File: config.mk
export PLATFORM = sky130hd
export DESIGN_NAME = convex_polygon_line_clipper_top
export DESIGN_NICKNAME = d
export VERILOG_FILES = /design/src/design/cpc_pkg.sv /design/src/design/cpc_divider.sv /design/src/design/convex_polygon_line_clipper_top.sv
export SDC_FILE = /design/constraint.sdc
export NUM_CORES = 2
export LEC_CHECK = 0
export BUFFER_PORTS_ARGS = -buffer_cell sky130_fd_sc_hd__clkbuf_2
export CORE_MARGIN = 2
export CORE_UTILIZATION = 60
export DETAILED_ROUTE_END_ITERATION = 12
export PLACE_DENSITY = 0.77
export SETUP_SLACK_MARGIN = 0.05
export SKIP_LAST_GASP = 1
export SLEW_MARGIN = 15
export SYNTH_ARGS = -nofsm -noshare
export SYNTH_HDL_FRONTEND = slang
export SYNTH_SLANG_ARGS = --single-unit
File: constraint.sdc
create_clock -name clk -period 14.55 [get_ports clk]
set_input_delay 1.455 -clock clk [delete_from_list [all_inputs] [get_ports clk]]
set_output_delay 1.455 -clock clk [all_outputs]
set_load 0.02 [all_outputs]
File: src/design/cpc_pkg.sv
//------------------------------------------------------------------------------
// cpc_pkg
// Shared constants for the convex polygon line clipper.
//------------------------------------------------------------------------------
`default_nettype none
package cpc_pkg;
    localparam int MAX_VERTICES_DEF = 8;
    localparam int COORD_BITS_DEF   = 16;
    localparam int T_FRAC           = 16;
    localparam int T_BITS           = T_FRAC + 1;
    localparam logic [T_BITS-1:0] T_ONE = T_BITS'(1) << T_FRAC;
    localparam int CNT_BITS         = 4;
    localparam logic [CNT_BITS-1:0] CNT_RESET = 4'd3;

    localparam logic OP_LOAD = 1'b0;
    localparam logic OP_CLIP = 1'b1;
endpackage
`default_nettype wire

File: src/design/cpc_divider.sv
//------------------------------------------------------------------------------
// cpc_divider
// Restoring fraction divider: q = floor(a * 2^16 / b) for 0 < a < b.
//------------------------------------------------------------------------------
`default_nettype none
module cpc_divider #(
    parameter int W = 40
) (
    input  wire logic                      clk,
    input  wire logic                      rst_n,
    input  wire logic                      start,
    input  wire logic [W-1:0]              a,
    input  wire logic [W-1:0]              b,
    output logic                           done,
    output logic [cpc_pkg::T_FRAC-1:0]     quot
);
    import cpc_pkg::*;

    logic [W:0]              rem_reg;
    logic [W-1:0]            div_reg;
    logic [T_FRAC-1:0]       q_reg;
    logic [4:0]              cnt_reg;
    logic                    busy_reg;
    logic [W:0]              shifted;
    logic [W:0]              diff;

    assign shifted = {rem_reg[W-1:0], 1'b0};
    assign diff    = shifted - {1'b0, div_reg};

    // one quotient bit per cycle
    always_ff @(posedge clk or negedge rst_n)
    begin
        if (!rst_n)
        begin
            busy_reg <= 1'b0;
            done     <= 1'b0;
            cnt_reg  <= '0;
        end
        else
        begin
            done <= 1'b0;
            if (start)
            begin
                busy_reg <= 1'b1;
                rem_reg  <= {1'b0, a};
                div_reg  <= b;
                q_reg    <= '0;
                cnt_reg  <= '0;
            end
            else if (busy_reg)
            begin
                if (!diff[W])
                begin
                    rem_reg <= diff;
                    q_reg   <= {q_reg[T_FRAC-2:0], 1'b1};
                end
                else
                begin
                    rem_reg <= shifted;
                    q_reg   <= {q_reg[T_FRAC-2:0], 1'b0};
                end
                cnt_reg <= cnt_reg + 5'd1;
                if (cnt_reg == 5'(T_FRAC - 1))
                begin
                    busy_reg <= 1'b0;
                    done     <= 1'b1;
                end
            end
        end
    end

    assign quot = q_reg;

    property p_done_after_busy;
        @(posedge clk) disable iff (!rst_n) done |-> $past(busy_reg);
    endproperty
    a_done_after_busy: assert property (p_done_after_busy) else $error("done without busy");
    a_done_pulse: assert property (@(posedge clk) disable iff (!rst_n) done |=> !done)
        else $error("done held");
    a_no_start_busy: assert property (@(posedge clk) disable iff (!rst_n)
        busy_reg && !start |=> busy_reg || done) else $error("divider lost");
endmodule
`default_nettype wire

File: src/design/convex_polygon_line_clipper_top.sv
//------------------------------------------------------------------------------
// convex_polygon_line_clipper_top
// Cyrus-Beck clipping of a segment against a convex vertex table.
//------------------------------------------------------------------------------
// Clip item: per edge a table read, the normal, four products, a decision, an optional
// division and an update; then four scaled end coordinates and the output. One shared
// multiplier and a 16-step bit-serial divider set the clip time. A degenerate segment
// goes straight to the output. One item at a time; s_tready low while busy.
// Reset clears control and vertex_count (3); the vertex table is not cleared.
`default_nettype none
module convex_polygon_line_clipper_top #(
    parameter int MAX_VERTICES = cpc_pkg::MAX_VERTICES_DEF,
    parameter int COORD_BITS   = cpc_pkg::COORD_BITS_DEF
) (
    input  wire logic                      clk,
    input  wire logic                      rst_n,
    input  wire logic                      cfg_we,
    input  wire logic [cpc_pkg::CNT_BITS-1:0] cfg_wdata,
    input  wire logic                      s_tvalid,
    output logic                           s_tready,
    // operation, vertex_index, start_x, start_y, end_x, end_y, zero pad
    input  wire logic [((4*COORD_BITS+4+7)/8)*8-1:0] s_tdata,
    output logic                           m_tvalid,
    input  wire logic                      m_tready,
    // visible, clip_start_x, clip_start_y, clip_end_x, clip_end_y, zero pad
    output logic [((4*COORD_BITS+1+7)/8)*8-1:0] m_tdata
);
    import cpc_pkg::*;

    localparam int C  = COORD_BITS;
    localparam int IW = ((4*C+4+7)/8)*8;
    localparam int OW = ((4*C+1+7)/8)*8;
    localparam int IB = $clog2(MAX_VERTICES);
    localparam int DW = C + 1;          // difference width
    localparam int PW = 2*DW + 1;       // dot product width
    localparam int SW = T_BITS + DW + 1; // t*d width
    localparam int MW = (DW > T_BITS + 1) ? DW : T_BITS + 1; // multiplier operand

    typedef enum logic [3:0] {
        S_IDLE, S_EDGE, S_M1, S_M2, S_M3, S_M4, S_M5, S_DEC, S_DIV, S_UPD,
        S_SC, S_OUT
    } state_t;

    state_t                  state_reg;
    logic [CNT_BITS-1:0]     count_reg;
    logic signed [C-1:0]     vx_mem [MAX_VERTICES];
    logic signed [C-1:0]     vy_mem [MAX_VERTICES];
    logic signed [C-1:0]     x0_reg, y0_reg;
    logic signed [DW-1:0]    dx_reg, dy_reg;
    logic [IB-1:0]           i_reg;
    logic [IB:0]             n_reg;
    logic signed [C-1:0]     vix_reg, viy_reg, vjx_reg, vjy_reg;
    logic signed [DW-1:0]    nx_reg, ny_reg;
    logic signed [PW-1:0]    num_reg, den_reg;
    logic [T_BITS-1:0]       te_reg, tl_reg;
    logic                    enter_reg;
    logic [1:0]              sc_reg;
    logic signed [C-1:0]     res_reg [4];
    logic                    vis_reg;

    // shared multiplier
    logic signed [MW-1:0]    ma, mb;
    logic signed [2*MW-1:0]  prod;
    logic signed [SW-1:0]    sprod;
    logic signed [T_BITS:0]  st;

    logic [IW-1:0] din;
    logic          div_start, div_done;
    logic [PW-1:0] div_a, div_b;
    logic [T_FRAC-1:0] div_q;
    logic signed [PW-1:0] a_val, b_val;
    logic [IB:0]   n_eff;
    logic [IB-1:0] j_idx;
    logic [T_BITS-1:0] t_cur;

    assign din = s_tdata;
    assign s_tready = (state_reg == S_IDLE);
    assign prod = ma * mb;
    assign st = $signed({1'b0, (sc_reg < 2'd2) ? te_reg : tl_reg});
    assign sprod = SW'(prod);

    // effective vertex count, clamped
    always_comb
    begin
        if (count_reg < 4'd3)
            n_eff = (IB+1)'(3);
        else if (32'(count_reg) > MAX_VERTICES)
            n_eff = (IB+1)'(MAX_VERTICES);
        else
            n_eff = (IB+1)'(count_reg);
        j_idx = ((IB+1)'(i_reg) + (IB+1)'(1) == n_reg) ? '0 : i_reg + IB'(1);
    end

    // operand select for the multiplier
    always_comb
    begin
        ma = '0;
        mb = '0;
        case (state_reg)
            S_M2:    begin ma = MW'(DW'(x0_reg) - DW'(vix_reg)); mb = MW'(nx_reg); end
            S_M3:    begin ma = MW'(DW'(y0_reg) - DW'(viy_reg)); mb = MW'(ny_reg); end
            S_M4:    begin ma = MW'(dx_reg); mb = MW'(nx_reg); end
            S_M5:    begin ma = MW'(dy_reg); mb = MW'(ny_reg); end
            S_SC:    begin ma = MW'(st); mb = MW'(sc_reg[0] ? dy_reg : dx_reg); end
            default: begin ma = '0; mb = '0; end
        endcase
    end

    // division operands follow the sign of the denominator
    assign a_val = (den_reg > 0) ? -num_reg : num_reg;
    assign b_val = (den_reg > 0) ? den_reg : -den_reg;
    assign div_a = a_val;
    assign div_b = b_val;
    assign div_start = (state_reg == S_DEC) && (den_reg != '0) && (a_val > 0)
                       && (a_val < b_val);
    assign t_cur = div_done ? {1'b0, div_q} : '0;

    cpc_divider #(.W(PW)) u_div (
        .clk(clk), .rst_n(rst_n), .start(div_start), .a(div_a), .b(div_b),
        .done(div_done), .quot(div_q)
    );

    // vertex table
    always_ff @(posedge clk)
    begin
        if (s_tvalid && s_tready && din[0] == OP_LOAD && 32'(din[3:1]) < MAX_VERTICES)
        begin
            vx_mem[IB'(din[3:1])] <= din[4 +: C];
            vy_mem[IB'(din[3:1])] <= din[4+C +: C];
        end
        vix_reg <= vx_mem[i_reg];
        viy_reg <= vy_mem[i_reg];
        vjx_reg <= vx_mem[j_idx];
        vjy_reg <= vy_mem[j_idx];
    end

    // sequencer
    always_ff @(posedge clk or negedge rst_n)
    begin
        if (!rst_n)
        begin
            state_reg <= S_IDLE;
            count_reg <= CNT_RESET;
            m_tvalid  <= 1'b0;
            m_tdata   <= '0;
            te_reg    <= '0;
            tl_reg    <= T_ONE;
        end
        else
        begin
            if (cfg_we)
                count_reg <= cfg_wdata;
            // result handshake
            if (state_reg == S_OUT && (!m_tvalid || m_tready))
                m_tvalid <= 1'b1;
            else if (m_tvalid && m_tready)
                m_tvalid <= 1'b0;
            case (state_reg)
                S_IDLE:
                begin
                    if (s_tvalid && din[0] == OP_CLIP)
                    begin
                        x0_reg <= din[4 +: C];
                        y0_reg <= din[4+C +: C];
                        dx_reg <= DW'($signed(din[4+2*C +: C])) - DW'($signed(din[4 +: C]));
                        dy_reg <= DW'($signed(din[4+3*C +: C])) - DW'($signed(din[4+C +: C]));
                        te_reg <= '0;
                        tl_reg <= T_ONE;
                        i_reg  <= '0;
                        n_reg  <= n_eff;
                        vis_reg <= 1'b0;
                        if (din[4+2*C +: 2*C] == din[4 +: 2*C])
                            state_reg <= S_OUT;
                        else
                            state_reg <= S_EDGE;
                    end
                end
                S_EDGE:
                begin
                    // wait for the registered table read
                    state_reg <= S_M1;
                end
                S_M1:
                begin
                    nx_reg <= DW'(viy_reg) - DW'(vjy_reg);
                    ny_reg <= DW'(vjx_reg) - DW'(vix_reg);
                    state_reg <= S_M2;
                end
                S_M2:
                begin
                    num_reg <= PW'(prod);
                    state_reg <= S_M3;
                end
                S_M3:
                begin
                    num_reg <= num_reg + PW'(prod);
                    state_reg <= S_M4;
                end
                S_M4:
                begin
                    den_reg <= PW'(prod);
                    state_reg <= S_M5;
                end
                S_M5:
                begin
                    den_reg <= den_reg + PW'(prod);
                    state_reg <= S_DEC;
                end
                S_DEC:
                begin
                    enter_reg <= 1'b0;
                    if (den_reg == '0)
                    begin
                        state_reg <= num_reg < 0 ? S_OUT : S_UPD;
                        te_reg <= te_reg;
                    end
                    else if (den_reg > 0)
                    begin
                        // entering edge
                        enter_reg <= 1'b1;
                        if (-num_reg > den_reg)
                            state_reg <= S_OUT;
                        else if (div_start)
                            state_reg <= S_DIV;
                        else
                        begin
                            if (-num_reg == den_reg)
                            begin
                                if (T_ONE > tl_reg) state_reg <= S_OUT;
                                else begin te_reg <= T_ONE; state_reg <= S_UPD; end
                            end
                            else
                                state_reg <= S_UPD;
                        end
                    end
                    else
                    begin
                        // leaving edge
                        if (num_reg < 0)
                            state_reg <= S_OUT;
                        else if (div_start)
                            state_reg <= S_DIV;
                        else if (num_reg == 0)
                        begin
                            if (te_reg != '0) state_reg <= S_OUT;
                            else begin tl_reg <= '0; state_reg <= S_UPD; end
                        end
                        else
                            state_reg <= S_UPD;
                    end
                end
                S_DIV:
                begin
                    if (div_done)
                    begin
                        if (enter_reg)
                        begin
                            if (t_cur > tl_reg) state_reg <= S_OUT;
                            else
                            begin
                                if (t_cur > te_reg) te_reg <= t_cur;
                                state_reg <= S_UPD;
                            end
                        end
                        else
                        begin
                            if (t_cur < te_reg) state_reg <= S_OUT;
                            else
                            begin
                                if (t_cur < tl_reg) tl_reg <= t_cur;
                                state_reg <= S_UPD;
                            end
                        end
                    end
                end
                S_UPD:
                begin
                    // next edge or scale
                    if ((IB+1)'(i_reg) + (IB+1)'(1) == n_reg)
                    begin
                        if (te_reg > tl_reg) state_reg <= S_OUT;
                        else
                        begin
                            sc_reg <= '0;
                            state_reg <= S_SC;
                        end
                    end
                    else
                    begin
                        i_reg <= i_reg + IB'(1);
                        state_reg <= S_EDGE;
                    end
                end
                S_SC:
                begin
                    // p0 + round(t*d), ties up
                    res_reg[sc_reg] <= (sc_reg[0] ? y0_reg : x0_reg)
                        + C'((sprod + SW'(32768)) >>> T_FRAC);
                    sc_reg <= sc_reg + 2'd1;
                    if (sc_reg == 2'd3)
                    begin
                        vis_reg <= 1'b1;
                        state_reg <= S_OUT;
                    end
                end
                S_OUT:
                begin
                    if (!m_tvalid || m_tready)
                    begin
                        m_tdata  <= vis_reg ? OW'({res_reg[3], res_reg[2], res_reg[1],
                                                  res_reg[0], 1'b1}) : '0;
                        state_reg <= S_IDLE;
                    end
                end
                default: state_reg <= S_IDLE;
            endcase
        end
    end

    a_busy_not_ready: assert property (@(posedge clk) disable iff (!rst_n)
        state_reg != S_IDLE |-> !s_tready) else $error("ready while busy");
    a_t_order: assert property (@(posedge clk) disable iff (!rst_n)
        state_reg == S_SC |-> te_reg <= tl_reg) else $error("bad t interval");
    a_t_range: assert property (@(posedge clk) disable iff (!rst_n)
        tl_reg <= T_ONE) else $error("tL out of range");
endmodule
`default_nettype wire
==> reports/qor.txt <==
==================================================================================================
Share of cell area taken by muxes after synthesis                                            7.07%
Cell at the root of the clock tree                                                    sky130_fd_sc_hd__clkbuf_16
DIE AREA                                                                              100,000 sq um
Reg2Reg Launch Point                                                                     x0_reg[0]
Violation count after the first detailed-routing iteration                                   4,188
Final worst-path cycle share                                                                 86.8%
Most repeated library cell on the critical path                                       sky130_fd_sc_hd__inv_1
Fraction of the mapped netlist area in adder cells                                           20.6%
Area share of the largest cell type after synthesis                                          30.0%
Clock transition time at the flip-flop clock pins of the worst setup and hold paths        0.06 ns
Cell with the most instances after synthesis                                          sky130_fd_sc_hd__inv_1
Max-capacitance violation count                                                                  0
Slowest stage cell on the critical path                                               sky130_fd_sc_hd__o21ai_1
Pin count of the biggest net entering global routing                                            71
Distinct cell type count of the synthesized netlist                                             90
Result of the run                                                                     finished clean
Most area-consuming cells after synthesis                                             sky130_fd_sc_hd__edfxtp_1, sky130_fd_sc_hd__fa_1, sky130_fd_sc_hd__ha_1
RSZ-0062 raised after global routing                                                            no
Number of storage elements in the synthesis netlist                                            766
Die height                                                                                  317 um
Commonest cells in the netlist                                                        sky130_fd_sc_hd__inv_1, sky130_fd_sc_hd__nand2_1, sky130_fd_sc_hd__edfxtp_1
Crit end category                                                                         register
Detailed-route wire length                                                              164,000 um
DRT antenna net count                                                                            0
Top fanout value on the critical path                                                           15
Fmax achieved                                                                             79.2 MHz
CP startpoint kind                                                                        register
Xor-xnor portion of the synthesized cell area                                                4.60%
Die width                                                                                   317 um
Via total after detailed routing                                                            44,601
Share of the yosys chip area belonging to registers                                          37.1%
Longest Clk Path Bufs                                                                            3
Antenna diode count                                                                              0
Worst min-delay path startpoint                                                       res_reg[3][15]
Port Buf Inserts                                                                               143
Min-delay worst type                                                                    reg -> reg
Worst Setup Slack, final                                                                   1.92 ns
Synthesized instance count                                                                   5,805
Maximum cell stage delay along the critical path                                           0.63 ns
Most used flip-flop cell after synthesis                                              sky130_fd_sc_hd__edfxtp_1
Pre-CTS setup slack                                                                        2.20 ns
Post-CTS setup repair buffer count                                                               0
HPWL reported at the end of detailed placement                                          123,000 um
Antenna violations before repair                                                                 2
Post_cts resized                                                                                 0
Largest clock skew in the final design                                                   0.0642 ns
Core ar.                                                                              96,900 sq um
Normalized max-slew margin                                                                   17.5%
Count of final max-slew check failures                                                           0
TritonCTS Buffers                                                                               82
Total clock sinks                                                                              766
Total I/O pin count                                                                            155
Post-synthesis async set-or-reset flop share                                                 15.0%
Average wire per cell in the routed design                                                 22.7 um
Maximum level of the CTS H-tree                                                                  3
Yosys warning total                                                                              0
Total routing resource utilization after global routing                                      32.8%
Final setup violation count                                                                      0
Hold buffer count at CTS                                                                         0
Data required time at the worst endpoint                                                  14.94 ns
Fraction of final layout cells with drive strength greater than 1                            10.4%
Shortest period the worst path allows                                                     12.63 ns
First-pass GRT wire length                                                              251,000 um
Weighted congestion reported at the end of routability-driven placement                       1.01
Filler instances                                                                             7,461
Largest area contributor in the netlist                                               sky130_fd_sc_hd__edfxtp_1
Basic-gate share of the synthesized area counting and, or, nand and nor cells                13.0%
Transition time of the tightest slew-check pin                                             1.23 ns
Data arrival, critical path                                                               13.02 ns
Number of hold violations in the final report                                                    0
Area growth, synth to finish                                                                 8.64%
Worst skew pair latency                                                                    0.71 ns
Number of search-and-repair iterations in the first detailed-routing pass                        6
GRT overflow                                                                                     0
Post-synthesis average cell area                                                        10.1 sq um
Area fraction in compound gates after synthesis                                              11.2%
Crit Path Class                                                                         reg -> reg
Critical path startpoint                                                                 x0_reg[0]
Aggregate negative setup slack                                                                0 ns
Starting density of the core                                                                 60.6%
TritonCTS clock tree                                                                           yes
Number of global-route vias before repair                                                   44,267
Number of rows in the core area                                                                114
Combinational family with the most area after synthesis                                adder cells
Post-synth EDFFs                                                                               587
Nets@finish                                                                                  6,743
Post-synth design cell area                                                           58,700 sq um
Vias per std cell                                                                             6.16
DRC Markers                                                                                      0
==================================================================================================
-- kinds of logic after synthesis --
group,Yosys count
and+or+nand+nor,1654
DFF,766
adders and majority gates,767
AOI/OAI and AO/OA,1024
xor gates and xnor gates,308
buffers and inverters,986
muxes,299
other,1
-- per-stage QoR --
step	area, sq um	utilization (%)	hold WS, ns	cells
2_1_floorplan	58700	-	0.453	5811
3_3_place_gp	60900	62.9	0.448	7088
3_5_place_dp	60900	62.9	0.455	7088
4_1_cts	63800	65.8	0.450	7242
5_1_grt	63800	65.8	0.470	7242
6_report	63800	65.8	0.451	7242
-- critical path, delay by kind of cell (launching register included) --
| family | cells | cell delay (ns) |
|---|---|---|
| flip-flops | 1 | 0.36 |
| adder cells (fa/ha/maj) | 10 | 4.31 |
| XOR/XNOR | 2 | 0.32 |
| AND/OR/NAND/NOR | 6 | 1.52 |
| AO/OA/AOI/OAI | 19 | 4.98 |
| buffers and inverters | 9 | 0.81 |
-- per-layer routing --
metal  routed length [um]  global-route usage, %
met4                 9530                   17.4
met1                63000                   41.1
met2                76400                   53.6
met5                   30                      0
met3                15500                   7.23
-- path summary, 6_finish.rpt --
kind	endpoint	slack [ns]	cells past startpoint
setup / recovery	den_reg[34]	1.92	46
hold / removal	m_tdata[64]	0.45	2
setup reg to reg	den_reg[34]	1.92	46
hold reg to reg	m_tdata[64]	0.45	2
max in group asynchronous	m_tdata[15]	12.72	2
min in group asynchronous	u_div.cnt_reg[0]	0.71	1
-- layout by cell type, fill, tap and decap left out, types with 23 or more instances in the layout --
| master | instances |
|---|---|
| sky130_fd_sc_hd__a31oi_1 | 36 |
| sky130_fd_sc_hd__buf_4 | 78 |
| sky130_fd_sc_hd__nand2b_1 | 37 |
| sky130_fd_sc_hd__mux2i_1 | 99 |
| sky130_fd_sc_hd__dfxtp_1 | 64 |
| sky130_fd_sc_hd__and2_1 | 83 |
| sky130_fd_sc_hd__nor4_1 | 26 |
| sky130_fd_sc_hd__xnor2_1 | 219 |
| sky130_fd_sc_hd__nor2b_1 | 43 |
| sky130_fd_sc_hd__a21boi_0 | 26 |
| sky130_fd_sc_hd__nand4_1 | 51 |
| sky130_fd_sc_hd__dfrtp_1 | 112 |
| sky130_fd_sc_hd__mux4_2 | 77 |
| sky130_fd_sc_hd__a211oi_1 | 28 |
| sky130_fd_sc_hd__nor3_1 | 63 |
| sky130_fd_sc_hd__nand3_1 | 143 |
| sky130_fd_sc_hd__o21a_1 | 38 |
| sky130_fd_sc_hd__and3_1 | 45 |
| sky130_fd_sc_hd__a21oi_1 | 261 |
| sky130_fd_sc_hd__o221ai_1 | 26 |
| sky130_fd_sc_hd__a221o_1 | 23 |
| sky130_fd_sc_hd__nor3b_1 | 28 |
| sky130_fd_sc_hd__a21o_1 | 87 |
| sky130_fd_sc_hd__o21bai_1 | 35 |
| sky130_fd_sc_hd__mux2_2 | 113 |
| sky130_fd_sc_hd__nor2_1 | 362 |
| sky130_fd_sc_hd__clkbuf_16 | 85 |
| sky130_fd_sc_hd__fa_1 | 333 |
| sky130_fd_sc_hd__or3_1 | 32 |
| sky130_fd_sc_hd__o22ai_1 | 25 |
| sky130_fd_sc_hd__xor2_1 | 88 |
| sky130_fd_sc_hd__clkbuf_2 | 142 |
| sky130_fd_sc_hd__o31ai_1 | 26 |
| sky130_fd_sc_hd__inv_1 | 764 |
| sky130_fd_sc_hd__edfxtp_1 | 587 |
| sky130_fd_sc_hd__nand2_1 | 663 |
| sky130_fd_sc_hd__o21ai_0 | 266 |
| sky130_fd_sc_hd__ha_1 | 432 |
| sky130_fd_sc_hd__clkbuf_1 | 24 |
-- area by class of cell --
type                            count  area [sq um]  area share, %
Multi-Input combinational cell   4059         33400           52.3
Timing Repair Buffer              221          1310           2.05
Inverter                          766          2880           4.51
Sequential cell                   766         21800           34.2
Tap cell                         1276          1600           2.50
Clock inverter                     36           494          0.775
Clock buffer                      118          2340           3.67
Power is left out: the tool's default activity adds up to more than one toggle a clock period on the data nets, which glitch-free logic cannot reach.
